**src/rhcc_pkg.sv**
```systemverilog
`timescale 1ns / 1ps

package rhcc_pkg;

  // Field widths of the streams and registers.
  localparam int unsigned BYTE_W   = 8;
  localparam int unsigned FP_W     = 64;
  localparam int unsigned LEN_W    = 17;
  localparam int unsigned WLEN_W   = 7;
  localparam int unsigned CFG_IDX_W = 3;
  localparam int unsigned CFG_DATA_W = 64;
  localparam int unsigned OUT_TDATA_W = 88;

  // Register reset values.
  localparam logic [FP_W-1:0]   POLYNOMIAL_RST = 64'd17349423945073011;
  localparam logic [WLEN_W-1:0] WINDOW_LENGTH_RST = 7'd48;
  localparam logic [LEN_W-1:0]  MIN_CHUNK_RST = 17'd2048;
  localparam logic [LEN_W-1:0]  MAX_CHUNK_RST = 17'd65536;
  localparam logic [FP_W-1:0]   BOUNDARY_MASK_RST = 64'd8191;

  // Configuration register indexes.
  typedef enum logic [CFG_IDX_W-1:0] {
    REG_POLYNOMIAL    = 3'd0,
    REG_WINDOW_LENGTH = 3'd1,
    REG_MIN_CHUNK     = 3'd2,
    REG_MAX_CHUNK     = 3'd3,
    REG_BOUNDARY_MASK = 3'd4
  } reg_index_t;

  // Why a chunk was cut after a byte.
  typedef enum logic [1:0] {
    CUT_NONE  = 2'd0,
    CUT_MATCH = 2'd1,
    CUT_LIMIT = 2'd2,
    CUT_END   = 2'd3
  } cut_reason_t;

  // Current register settings.
  typedef struct packed {
    logic [FP_W-1:0]   polynomial;
    logic [WLEN_W-1:0] window_length;
    logic [LEN_W-1:0]  min_chunk_length;
    logic [LEN_W-1:0]  max_chunk_length;
    logic [FP_W-1:0]   boundary_mask;
  } cfg_t;

  // Beat leaving the window ring: entering byte and the byte it displaces.
  typedef struct packed {
    logic [BYTE_W-1:0] new_byte;
    logic [BYTE_W-1:0] old_byte;
    logic              last;
  } win_beat_t;

  // Beat leaving the fingerprint stage.
  typedef struct packed {
    logic [FP_W-1:0] fingerprint;
    logic            last;
  } fp_beat_t;

  // Carry-less product of a byte and the polynomial, kept to 64 bits.
  function automatic logic [FP_W-1:0] byte_term(input logic [BYTE_W-1:0] b,
                                                input logic [FP_W-1:0] poly);
    logic [FP_W-1:0] acc;
    acc = '0;
    for (int i = 0; i < BYTE_W; i++) begin
      if (b[i]) begin
        acc = acc ^ (poly << i);
      end
    end
    return acc;
  endfunction

endpackage

```
**src/rhcc_window.sv**
```systemverilog
`timescale 1ns / 1ps

module rhcc_window #(
  parameter int unsigned WINDOW_DEPTH = 64
) (
  input  logic                              clk,
  input  logic                              rst,
  input  logic                              in_valid,
  output logic                              in_ready,
  input  logic [rhcc_pkg::BYTE_W-1:0]       in_byte,
  input  logic                              in_last,
  input  logic [rhcc_pkg::WLEN_W-1:0]       window_length,
  output logic                              out_valid,
  input  logic                              out_ready,
  output rhcc_pkg::win_beat_t               out_beat
);

  // The window length register is 7 bits, so no more than 127 entries are ever used.
  localparam int unsigned RING_DEPTH = (WINDOW_DEPTH < 128) ? WINDOW_DEPTH : 128;
  localparam int unsigned AW = (RING_DEPTH > 1) ? $clog2(RING_DEPTH) : 1;
  localparam int unsigned CLAMP = (WINDOW_DEPTH < 127) ? WINDOW_DEPTH : 127;
  localparam logic [rhcc_pkg::WLEN_W-1:0] CLAMP_LEN = rhcc_pkg::WLEN_W'(CLAMP);
  localparam logic [rhcc_pkg::WLEN_W-1:0] ONE_LEN = rhcc_pkg::WLEN_W'(1);

  logic [rhcc_pkg::BYTE_W-1:0] ring_mem [0:RING_DEPTH-1];
  logic [RING_DEPTH-1:0]       entry_vld;
  logic [AW-1:0]               pos;
  logic [rhcc_pkg::WLEN_W-1:0] wlen_eff;
  logic [rhcc_pkg::WLEN_W-1:0] pos_ext;
  logic [rhcc_pkg::WLEN_W-1:0] pos_cur_ext;
  logic [rhcc_pkg::WLEN_W-1:0] pos_inc_ext;
  logic [AW-1:0]               pos_cur;
  logic [AW-1:0]               pos_next;
  logic                        accept;
  logic                        stage_v;
  logic [rhcc_pkg::BYTE_W-1:0] rd_byte;
  logic [rhcc_pkg::BYTE_W-1:0] new_byte;
  logic                        old_vld;
  logic                        last_q;

  // Effective ring length: zero acts as one, large values clamp to the depth (at most 127).
  always_comb begin
    if (window_length == '0) begin
      wlen_eff = ONE_LEN;
    end else if (window_length > CLAMP_LEN) begin
      wlen_eff = CLAMP_LEN;
    end else begin
      wlen_eff = window_length;
    end
  end

  // A position left past a shrunken ring restarts at zero.
  always_comb begin
    pos_ext     = rhcc_pkg::WLEN_W'(pos);
    pos_cur_ext = (pos_ext >= wlen_eff) ? '0 : pos_ext;
    pos_inc_ext = pos_cur_ext + ONE_LEN;
    pos_cur     = AW'(pos_cur_ext);
    pos_next    = (pos_inc_ext >= wlen_eff) ? '0 : AW'(pos_inc_ext);
  end

  assign in_ready = !stage_v || out_ready;
  assign accept   = in_valid && in_ready;

  // Position, entry valid bits and stage occupancy.
  always_ff @(posedge clk) begin
    if (rst) begin
      stage_v   <= 1'b0;
      pos       <= '0;
      entry_vld <= '0;
    end else begin
      if (accept) begin
        stage_v <= 1'b1;
      end else if (out_ready) begin
        stage_v <= 1'b0;
      end
      if (accept) begin
        if (in_last) begin
          pos       <= '0;
          entry_vld <= '0;
        end else begin
          pos               <= pos_next;
          entry_vld[pos_cur] <= 1'b1;
        end
      end
    end
  end

  // Ring memory: read-first, so the displaced byte comes out as the new one goes in.
  always_ff @(posedge clk) begin
    if (accept) begin
      ring_mem[pos_cur] <= in_byte;
      rd_byte           <= ring_mem[pos_cur];
    end
  end

  // Stage payload.
  always_ff @(posedge clk) begin
    if (accept) begin
      new_byte <= in_byte;
      last_q   <= in_last;
      old_vld  <= entry_vld[pos_cur];
    end
  end

  // An entry not written since reset or the end of data reads as zero.
  assign out_valid         = stage_v;
  assign out_beat.new_byte = new_byte;
  assign out_beat.old_byte = old_vld ? rd_byte : '0;
  assign out_beat.last     = last_q;

endmodule

```
**src/rhcc_fingerprint.sv**
```systemverilog
`timescale 1ns / 1ps

module rhcc_fingerprint (
  input  logic                          clk,
  input  logic                          rst,
  input  logic [rhcc_pkg::FP_W-1:0]     polynomial,
  input  logic                          in_valid,
  output logic                          in_ready,
  input  rhcc_pkg::win_beat_t           in_beat,
  output logic                          out_valid,
  input  logic                          out_ready,
  output rhcc_pkg::fp_beat_t            out_beat
);

  logic [rhcc_pkg::FP_W-1:0] fp;
  logic [rhcc_pkg::FP_W-1:0] fp_next;
  logic [rhcc_pkg::FP_W-1:0] old_term;
  logic [rhcc_pkg::FP_W-1:0] new_term;
  logic                      stage_v;
  logic                      advance;

  // Remove the oldest byte, shift a byte up, mix in the new byte.
  always_comb begin
    old_term = rhcc_pkg::byte_term(in_beat.old_byte, polynomial);
    new_term = rhcc_pkg::byte_term(in_beat.new_byte, polynomial);
    fp_next  = ((fp - old_term) << 8) ^ new_term;
  end

  assign in_ready = !stage_v || out_ready;
  assign advance  = in_valid && in_ready;

  // Rolling fingerprint and stage occupancy; end of data clears the fingerprint.
  always_ff @(posedge clk) begin
    if (rst) begin
      stage_v <= 1'b0;
      fp      <= '0;
    end else begin
      if (advance) begin
        stage_v <= 1'b1;
        fp      <= in_beat.last ? '0 : fp_next;
      end else if (out_ready) begin
        stage_v <= 1'b0;
      end
    end
  end

  always_ff @(posedge clk) begin
    if (advance) begin
      out_beat.fingerprint <= fp_next;
      out_beat.last        <= in_beat.last;
    end
  end

  assign out_valid = stage_v;

endmodule

```
**src/rhcc_cut.sv**
```systemverilog
`timescale 1ns / 1ps

module rhcc_cut (
  input  logic                           clk,
  input  logic                           rst,
  input  logic [rhcc_pkg::LEN_W-1:0]     min_chunk_length,
  input  logic [rhcc_pkg::LEN_W-1:0]     max_chunk_length,
  input  logic [rhcc_pkg::FP_W-1:0]      boundary_mask,
  input  logic                           in_valid,
  output logic                           in_ready,
  input  rhcc_pkg::fp_beat_t             in_beat,
  output logic                           out_valid,
  input  logic                           out_ready,
  output logic                           chunk_end,
  output rhcc_pkg::cut_reason_t          cut_reason,
  output logic [rhcc_pkg::LEN_W-1:0]     chunk_length,
  output logic [rhcc_pkg::FP_W-1:0]      fingerprint
);

  logic [rhcc_pkg::LEN_W-1:0] count;
  logic [rhcc_pkg::LEN_W-1:0] len;
  logic [rhcc_pkg::LEN_W-1:0] limit;
  logic                       match;
  logic                       advance;
  rhcc_pkg::cut_reason_t      reason;

  // Chunk length with this byte, and the cut decision in priority order.
  always_comb begin
    len   = count + rhcc_pkg::LEN_W'(1);
    limit = (max_chunk_length > min_chunk_length) ? max_chunk_length : min_chunk_length;
    match = (len > min_chunk_length) && (len <= max_chunk_length) &&
            ((in_beat.fingerprint & boundary_mask) == boundary_mask);
    if (match) begin
      reason = rhcc_pkg::CUT_MATCH;
    end else if (len >= limit) begin
      reason = rhcc_pkg::CUT_LIMIT;
    end else if (in_beat.last) begin
      reason = rhcc_pkg::CUT_END;
    end else begin
      reason = rhcc_pkg::CUT_NONE;
    end
  end

  assign in_ready = !out_valid || out_ready;
  assign advance  = in_valid && in_ready;

  // Byte count of the open chunk and output beat occupancy.
  always_ff @(posedge clk) begin
    if (rst) begin
      out_valid <= 1'b0;
      count     <= '0;
    end else begin
      if (advance) begin
        out_valid <= 1'b1;
        count     <= (reason != rhcc_pkg::CUT_NONE) ? '0 : len;
      end else if (out_ready) begin
        out_valid <= 1'b0;
      end
    end
  end

  // Output register.
  always_ff @(posedge clk) begin
    if (advance) begin
      chunk_end    <= (reason != rhcc_pkg::CUT_NONE);
      cut_reason   <= reason;
      chunk_length <= len;
      fingerprint  <= in_beat.fingerprint;
    end
  end

endmodule

```
**src/rolling_hash_content_chunker.sv**
```systemverilog
`timescale 1ns / 1ps

// Channel   Direction  Ports                           Contents
// s_*       in         s_tvalid s_tready s_tdata s_tlast  data byte, last byte of data set
// m_*       out        m_tvalid m_tready m_tdata m_tuser m_tlast  chunk length, fingerprint,
//                                                       cut reason, chunk end
// cfg_*     in         cfg_valid cfg_ready cfg_index cfg_data  register writes
//
// One byte is taken every cycle unless the output stalls; its result passes the window, fingerprint
// and cut registers. The rolling fingerprint update (two carry-less byte terms, a 64-bit subtract,
// shift and xor) is the loop that sets this rate; the ring memory is read and written once per byte.
// Reset is synchronous and clears control, the ring valid bits and the registers; no clearing pass.
// A stalled output backs up the two inner stages, after which s_tready drops.
module rolling_hash_content_chunker #(
  parameter int unsigned WINDOW_DEPTH = 64
) (
  input  logic                                  clk,
  input  logic                                  rst,
  input  logic                                  s_tvalid,
  output logic                                  s_tready,
  input  logic [7:0]                            s_tdata,   // [7:0] byte_value
  input  logic                                  s_tlast,   // final_byte
  output logic                                  m_tvalid,
  input  logic                                  m_tready,
  output logic [rhcc_pkg::OUT_TDATA_W-1:0]      m_tdata,   // [16:0] chunk_length, [80:17] fingerprint
  output logic [1:0]                            m_tuser,   // [1:0] cut_reason
  output logic                                  m_tlast,   // chunk_end
  input  logic                                  cfg_valid,
  output logic                                  cfg_ready,
  input  logic [rhcc_pkg::CFG_IDX_W-1:0]        cfg_index,
  input  logic [rhcc_pkg::CFG_DATA_W-1:0]       cfg_data
);

  rhcc_pkg::cfg_t                cfg;
  rhcc_pkg::win_beat_t           win_beat;
  rhcc_pkg::fp_beat_t            fp_beat;
  rhcc_pkg::cut_reason_t         cut_reason;
  logic                          win_valid;
  logic                          win_ready;
  logic                          fp_valid;
  logic                          fp_ready;
  logic [rhcc_pkg::LEN_W-1:0]    chunk_length;
  logic [rhcc_pkg::FP_W-1:0]     fingerprint;

  assign cfg_ready = 1'b1;

  // Register writes; indexes beyond the list are ignored.
  always_ff @(posedge clk) begin
    if (rst) begin
      cfg.polynomial       <= rhcc_pkg::POLYNOMIAL_RST;
      cfg.window_length    <= rhcc_pkg::WINDOW_LENGTH_RST;
      cfg.min_chunk_length <= rhcc_pkg::MIN_CHUNK_RST;
      cfg.max_chunk_length <= rhcc_pkg::MAX_CHUNK_RST;
      cfg.boundary_mask    <= rhcc_pkg::BOUNDARY_MASK_RST;
    end else if (cfg_valid && cfg_ready) begin
      unique case (cfg_index)
        rhcc_pkg::REG_POLYNOMIAL:    cfg.polynomial <= cfg_data;
        rhcc_pkg::REG_WINDOW_LENGTH: cfg.window_length <= cfg_data[rhcc_pkg::WLEN_W-1:0];
        rhcc_pkg::REG_MIN_CHUNK:     cfg.min_chunk_length <= cfg_data[rhcc_pkg::LEN_W-1:0];
        rhcc_pkg::REG_MAX_CHUNK:     cfg.max_chunk_length <= cfg_data[rhcc_pkg::LEN_W-1:0];
        rhcc_pkg::REG_BOUNDARY_MASK: cfg.boundary_mask <= cfg_data;
        default: ;
      endcase
    end
  end

  // Window ring.
  rhcc_window #(
    .WINDOW_DEPTH(WINDOW_DEPTH)
  ) u_window (
    .clk          (clk),
    .rst          (rst),
    .in_valid     (s_tvalid),
    .in_ready     (s_tready),
    .in_byte      (s_tdata),
    .in_last      (s_tlast),
    .window_length(cfg.window_length),
    .out_valid    (win_valid),
    .out_ready    (win_ready),
    .out_beat     (win_beat)
  );

  // Rolling fingerprint.
  rhcc_fingerprint u_fingerprint (
    .clk       (clk),
    .rst       (rst),
    .polynomial(cfg.polynomial),
    .in_valid  (win_valid),
    .in_ready  (win_ready),
    .in_beat   (win_beat),
    .out_valid (fp_valid),
    .out_ready (fp_ready),
    .out_beat  (fp_beat)
  );

  // Cut decision and output register.
  rhcc_cut u_cut (
    .clk             (clk),
    .rst             (rst),
    .min_chunk_length(cfg.min_chunk_length),
    .max_chunk_length(cfg.max_chunk_length),
    .boundary_mask   (cfg.boundary_mask),
    .in_valid        (fp_valid),
    .in_ready        (fp_ready),
    .in_beat         (fp_beat),
    .out_valid       (m_tvalid),
    .out_ready       (m_tready),
    .chunk_end       (m_tlast),
    .cut_reason      (cut_reason),
    .chunk_length    (chunk_length),
    .fingerprint     (fingerprint)
  );

  // Pack the result beat.
  assign m_tdata = {7'b0, fingerprint, chunk_length};
  assign m_tuser = cut_reason;

endmodule
```
**config.mk**
```make
export PLATFORM = sky130hd
export DESIGN_NAME = rolling_hash_content_chunker
export DESIGN_NICKNAME = d
export VERILOG_FILES = /design/src/rhcc_pkg.sv /design/src/rhcc_window.sv /design/src/rhcc_fingerprint.sv /design/src/rhcc_cut.sv /design/src/rolling_hash_content_chunker.sv
export SDC_FILE = /design/constraint.sdc
export NUM_CORES = 2
export LEC_CHECK = 0
export BUFFER_PORTS_ARGS = -buffer_cell sky130_fd_sc_hd__buf_4
export CORE_MARGIN = 2
export CORE_UTILIZATION = 47
export DETAILED_ROUTE_END_ITERATION = 12
export PLACE_DENSITY_LB_ADDON = 0.3
export SLEW_MARGIN = 20
export SYNTH_ARGS = -nofsm -noshare
export SYNTH_HDL_FRONTEND = slang
export SYNTH_HIERARCHICAL = 1
export SYNTH_SLANG_ARGS = --single-unit
```
**constraint.sdc**
```tcl
create_clock -name clk -period 10.5 [get_ports clk]
set_input_delay 2.1 -clock clk [delete_from_list [all_inputs] [get_ports clk]]
set_output_delay 2.1 -clock clk [all_outputs]
set_load 0.1 [all_outputs]
```
# Word-level counts from Yosys, hierarchy flattened
# Memories as Yosys holds them, arrays and structs flattened. A register that Yosys moved wholly into a read port is not among the register bits.
# Index checks and enable logic that the tools add are counted.
# totals
register_bits	474
latch_bits	0
ram_bits	512
mem_bits_ro	0
in_bits	81
output_inout_bits	94
mem_count	1
# mem_list
memory	words	word_bits	read_ports	rd_clocked_by_memory_dff	write_ports	line_no	rtl
u_window.ring_mem	64	8	1	1	1	rhcc_window.sv:25	logic [rhcc_pkg::BYTE_W-1:0] ring_mem [0:RING_DEPTH-1];
# op_classes
add_sub_neg	3
mul	0
div_mod_pow	0
magnitude_cmp	9
eq_ne	5
n_shift	0
muxes	41
bitwise_logic	17
n_reduce_logical	23
# ops
op	n
64-bit two-way mux	9
64-bit bitwise XOR	8
56-bit two-way mux	9
56-bit bitwise XOR	7
64-bit AND	1
64-bit equality test	1
64-bit bitwise OR	1
56-bit subtractor	1
17-bit > comparator	2
17-bit two-way mux	2
6-bit two-way mux	3
17-bit by 1-bit adder with 17-bit output (second input constant)	1
17-bit greater-or-equal comparator	1
17-bit less-or-equal comparator	1
7-bit two-way mux	2
1-bit two-way mux	10
2-bit AND reduction	5
8-bit two-way mux	1
2-bit nonzero test	4
7-bit by 1-bit adder with 7-bit output (second input constant)	1
6-bit by 7-bit greater-or-equal comparator with 1-bit output	1
7-bit greater-or-equal comparator	1
7-bit > comparator (second input constant)	1
7-bit logical NOT	1
12 further kinds	24

# Longest topological paths before layout
# depth
depth_word	19
depth_mapped	21
depth_no_buf	19

# Modules after synthesis
# Netlist, hierarchy kept.
# modules_own_cells
module	n_inst	cells_per_inst	area_per_inst_um2	seq_area_each_um2
rhcc_window	1	1565	23537.6	17336.6
rhcc_fingerprint	1	2618	18500.2	3093.0
rolling_hash_content_chunker	1	675	7014.2	3383.2
rhcc_cut	1	530	5780.5	2882.8

# Worst setup path after synthesis
# Ideal clock, no wire load.
# synth_timing
kind	in2reg
from	in m_tready
to	mem u_window/ring_mem[17][0] (netlist name), enable pin
setup_time_ns	0.374
arrival_time_ns	5.241
required_time_ns	10.126
slack_ns	4.885
path_stages	8
n_path_buf	1
cell_sequence	nand2b_1 -> nand2b_1 -> nand2b_1 -> nand2_1 -> inv_1 -> clkbuf_1 -> nand4_1 -> nor2_1
# synth_via
elab_chain_cells	6
# synth_rtl
item	line_no	rtl
start: declaration	rolling_hash_content_chunker.sv:24	input logic m_tready,
1-bit logical OR	rhcc_cut.sv:44	assign in_ready = !out_valid || out_ready;
1-bit logical OR	rhcc_fingerprint.sv:29	assign in_ready = !stage_v || out_ready;
net win_ready	rolling_hash_content_chunker.sv:39	logic win_ready;
1-bit logical OR	rhcc_window.sv:61	assign in_ready = !stage_v || out_ready;
net s_tready	rolling_hash_content_chunker.sv:20	output logic s_tready,
1-bit logical AND	rhcc_window.sv:62	assign accept = in_valid && in_ready;
net u_window.accept	rhcc_window.sv:34	logic accept;
1-bit two-way mux	rhcc_window.sv:90	if (accept) begin
1-bit two-way mux (implied by the code)	rhcc_window.sv:91	ring_mem[pos_cur] <= in_byte;
end: declaration	rhcc_window.sv:25	
# The timed path passes the listed nets, and every way through them passes these cells.

==> run_results.csv <==
group,metric,value,unit
floorplanning,rows,125,
timing,timing.final.ws_setup,5.23,ns
logic_synthesis,ys_warn_count,6,
hold_path,whs_path_depth,1,
clock_network,cts_resized,0,
status,status,"completed",
logic_synthesis,avgSynthCellArea,10.2,um^2
logic_synthesis,synth_top_area_cell,"edfxtp_1",
pwr,p_per_area,176,nW/um^2
grt,grt_pass1_wl,248000,um
setup_path,cp_num_buf_inv,1,
hold_path,hp-start,"u_window/entry_vld[50]",
flow_run,drv_cap,0,
grt,grt.overflow.total,0,
floorplanning,ioPinCount,175,
floorplanning,core_area,116000,um^2
setup_path,r2r-start,"u_window/old_vld",
timing,min_period_over_period,50.2,%
place,dp_hpwl,112000,um
floorplanning,dieArea,119000,um^2
clock_network,root_buffer,"clkbuf_16",
clock_network,cts_tree,"done",
setup_path,criticalPathCategory,"register to register",
pwr,p_comb_share,20.7,%
grt,antenna_found_initial,5,
setup_path,arrival,5.87,ns
place,finalWeightedCongestion,0.943,
clock_network,cts-htree-levels,3,
setup_path,endpoint_kind,"register",
floorplanning,die_h,346,um
drt,wire_per_inst,23.9,um
place,dpl_worst_slack,5.23,ns
setup_path,crit_chain,"and2_2 > buf_4 > nand2_1 > xor2_1 > xnor2_1 > xnor2_1 > ha_1 > a2111oi_1 > o21ai_2 > nand3_2 > o31ai_1 > nor2_1 > o2111ai_1 > a41oi_1 > o21ai_0 > xor2_1 > a22o_1",
logic_synthesis,yosysSeqAreaShare,48.7,%
setup_path,slowest_stage,"buf_4",
grt,grt_usage,27.1,%
logic_synthesis,yosys-top-cells-area,"edfxtp_1 37%, dfxtp_1 12%, xnor2_1 11%",
setup_path,startpoint_type,"register",
logic_synthesis,synthFlopType,"edfxtp_1",
drt,final_antenna_net_count,0,
clock_network,post_cts_buffers,0,
clock_network,clk_latency,0.73,ns
logic_synthesis,ys_seq_elements,994,
clock_network,cts_made_buffers,102,
setup_path,worstPathMaxFanout,54,
drt,remaining_drc_errors,0,
pwr,p_sw,3.15,mW
clock_network,ctsHoldBuffers,0,
timing,finalClockSkew,0.0504,ns
pwr,p_sw_share,29.6,%
timing,post-route-min-period,5.27,ns
place,io_buffers,166,
timing,setup_tns,0,ns
setup_path,cpPeakStageDelay,0.59,ns
pwr,clkPwrFrac,36.9,%
drt,drt_iter0_drc,4811,
pwr,p_int,7.52,mW
drt,vias,40300,
setup_path,r2r-end,"u_fingerprint/fp[48]",
timing,fmax,190,MHz
grt,grt_max_degree,116,
grt,grt_pass1_vias,38200,
logic_synthesis,synth_top_area_share,37.2,%
drt,first_pass_iters,8,
clock_network,clockBufferDepth,3,
timing,drv_slew,0,
final_layout,layout-drive-gt1-share,9.42,%
setup_path,critPathTopFamily,"compound AO/OA/AOI/OAI gates",
pwr,seqPwrFrac,42.3,%
final_layout,synthToLayoutAreaGrowth,10.4,%
setup_path,reg2reg_depth,17,
drt,via_per_inst,5.78,
clock_network,path_clk_slew,0.06,ns
setup_path,r2r_slack,5.23,ns
timing,setup_violations,0,
setup_path,cp.required,11.11,ns
logic_synthesis,syn_inst,5388,
timing,worst_pin_slew,1.13,ns
floorplanning,die_w,346,um
logic_synthesis,yosysUniqueCellTypes,105,
hold_path,holdPathEnd,"u_window/entry_vld[50]",
clock_network,cts.sinks,994,
timing,rsz0062_at_grt,"false",
timing,relSlewSlack,24.5,%
pwr,p_leak,21.9,nW
pwr,peakVddDrop,0.000153,V
final_layout,fin_nets,5566,
logic_synthesis,syn_area,54800,um^2
floorplanning,initial_core_util,47.3,%
logic_synthesis,synth-edff-count,679,
hold_path,hp-class,"register to register",
drt,wl,166000,um
timing,timing_hold_violations_final,0,
logic_synthesis,async_flop_share,0,%
metal layers:
layer / part of all wire [%] / global-route usage (%) / vias up
li1: - / - / 18300
met1: 41 / 36.4 / 19600
met2: 46 / 43.5 / 2019
met3: 8.6 / 4.32 / 355
met4: 4.6 / 11.1 / 0
met5: 0 / 0 / -
worst reg2reg max path, cell delays in order, from the launching register on:
cell and delay, ns:
edfxtp_1 0.49, and2_2 0.20, buf_4 0.59, nand2_1 0.18, xor2_1 0.19, xnor2_1 0.14, xnor2_1 0.24, ha_1 0.35
a2111oi_1 0.47, o21ai_2 0.14, nand3_2 0.16, o31ai_1 0.09, nor2_1 0.37, o2111ai_1 0.33, a41oi_1 0.53, o21ai_0 0.22
xor2_1 0.23, a22o_1 0.24
per-stage QoR:
stage | hold WS (ns) | power [mW] | cell area [um^2] | util [%] | cells
2_1_floorplan | 0.417 | 6.09 | 54900 | - | 5394
3_3_place_gp | 0.440 | 6.74 | 56800 | 49.0 | 6766
3_5_place_dp | 0.433 | 6.76 | 56800 | 49.1 | 6766
4_1_cts | 0.466 | 10.7 | 60500 | 52.2 | 6959
5_1_grt | 0.475 | 11.0 | 60500 | 52.2 | 6962
6_report | 0.463 | 10.7 | 60500 | 52.2 | 6962
cell usage after synthesis (all sizes together) (5+ instances only):
master	instances
o2111ai	7
and3	13
nor2	268
clkbuf	259
xor2	207
nand4	37
or3	8
inv	116
nor3	46
o21ai	61
o22ai	64
a22oi	66
a22o	24
a2111oi	9
ha	138
nand2b	204
mux2	30
a222oi	34
or4	13
a21oi	160
buf	127
a21o	52
nor4	31
dfxtp	315
xnor2	707
a31oi	13
and2	16
a221oi	22
a211oi	12
nand3	61
o31ai	10
mux2i	286
nor2b	19
nor3b	5
o211ai	10
a221o	6
o21a	71
o21bai	16
edfxtp	679
nand2	1111
cells in the final DEF (no fill, tap or decap), types with 24 or more instances in the layout:
cell type | Yosys | layout
a22oi_1 | 66 | 66
nor4_1 | 30 | 30
nand2b_1 | 203 | 203
buf_4 | 24 | 233
clkbuf_16 | 0 | 103
nand4_1 | 37 | 37
o21a_1 | 70 | 70
xnor2_1 | 707 | 707
o21ai_0 | 48 | 48
mux2_2 | 30 | 30
mux2i_1 | 286 | 286
nor2_1 | 268 | 264
edfxtp_1 | 679 | 679
inv_1 | 114 | 113
nand3_1 | 59 | 59
nand2_1 | 1109 | 1109
nor3_1 | 45 | 42
xor2_1 | 207 | 207
a22o_1 | 24 | 24
a222oi_1 | 34 | 34
dfxtp_1 | 315 | 314
ha_1 | 138 | 138
a21oi_1 | 154 | 153
a21o_1 | 46 | 46
o22ai_1 | 64 | 64
power by group through the flow:
stage / Clock (mW) / Combinational, mW / Sequential, mW
global placement: 0 / 2.14 / 4.60
global route: 4.15 / 2.34 / 4.52
CTS: 4.00 / 2.17 / 4.51
floorplan: 0 / 1.49 / 4.60
finish: 3.94 / 2.21 / 4.52
detailed placement: 0 / 2.16 / 4.60
worst max-delay path by stage:
stage	start	end	slack, ns	cells past startpoint
floorplan	m_tready	u_window/ring_mem[17][0]	4.88	8
global placement	cfg[84]	u_cut/count[1]	5.15	18
detailed placement	m_tready	u_window/ring_mem[30][1]	5.23	9
CTS	u_window/old_vld	u_fingerprint/fp[48]	5.36	17
global route	u_window/old_vld	u_fingerprint/fp[48]	5.02	17
finish	u_window/old_vld	u_fingerprint/fp[48]	5.23	17
flip-flops by register name, indices dropped and copies added, names as in the netlist:
name                     flops
cfg                        169
u_cut/chunk_end              1
u_cut/chunk_length          17
u_cut/count                 17
u_cut/cut_reason             2
u_cut/fingerprint           64
u_cut/out_valid              1
u_fingerprint/fp            56
u_fingerprint/out_beat      65
u_fingerprint/out_valid      1
u_window/entry_vld          64
u_window/last_q              1
u_window/new_byte            8
u_window/old_vld             1
u_window/out_valid           1
u_window/pos                 6
u_window/rd_byte             8
u_window/ring_mem          512
cell type report:
class | count | area, um^2
flip-flops and latches | 994 | 26700
diodes | 3 | 7.51
clock buffers | 126 | 2740
repair buffers | 235 | 1780
fillers | 10100 | 55300
inverters | 117 | 439
well taps | 1524 | 1910
clock inverters | 67 | 943
multi-input cells | 3896 | 26000
kinds of logic (layout without fill, tap and decap cells):
group,count (synthesis),count (layout),share of synthesized area [%]
other,2,11,0.0137
adders and majority gates,139,139,3.19
buffers and inverters,504,545,4.06
DFF,994,994,48.7
AOI/OAI and AO/OA,664,664,8.64
and+or+nand+nor,1852,1852,14.9
xor gates and xnor gates,914,914,14.6
muxes,319,319,5.96
No activity file was read; power rests on OpenSTA's default activity.
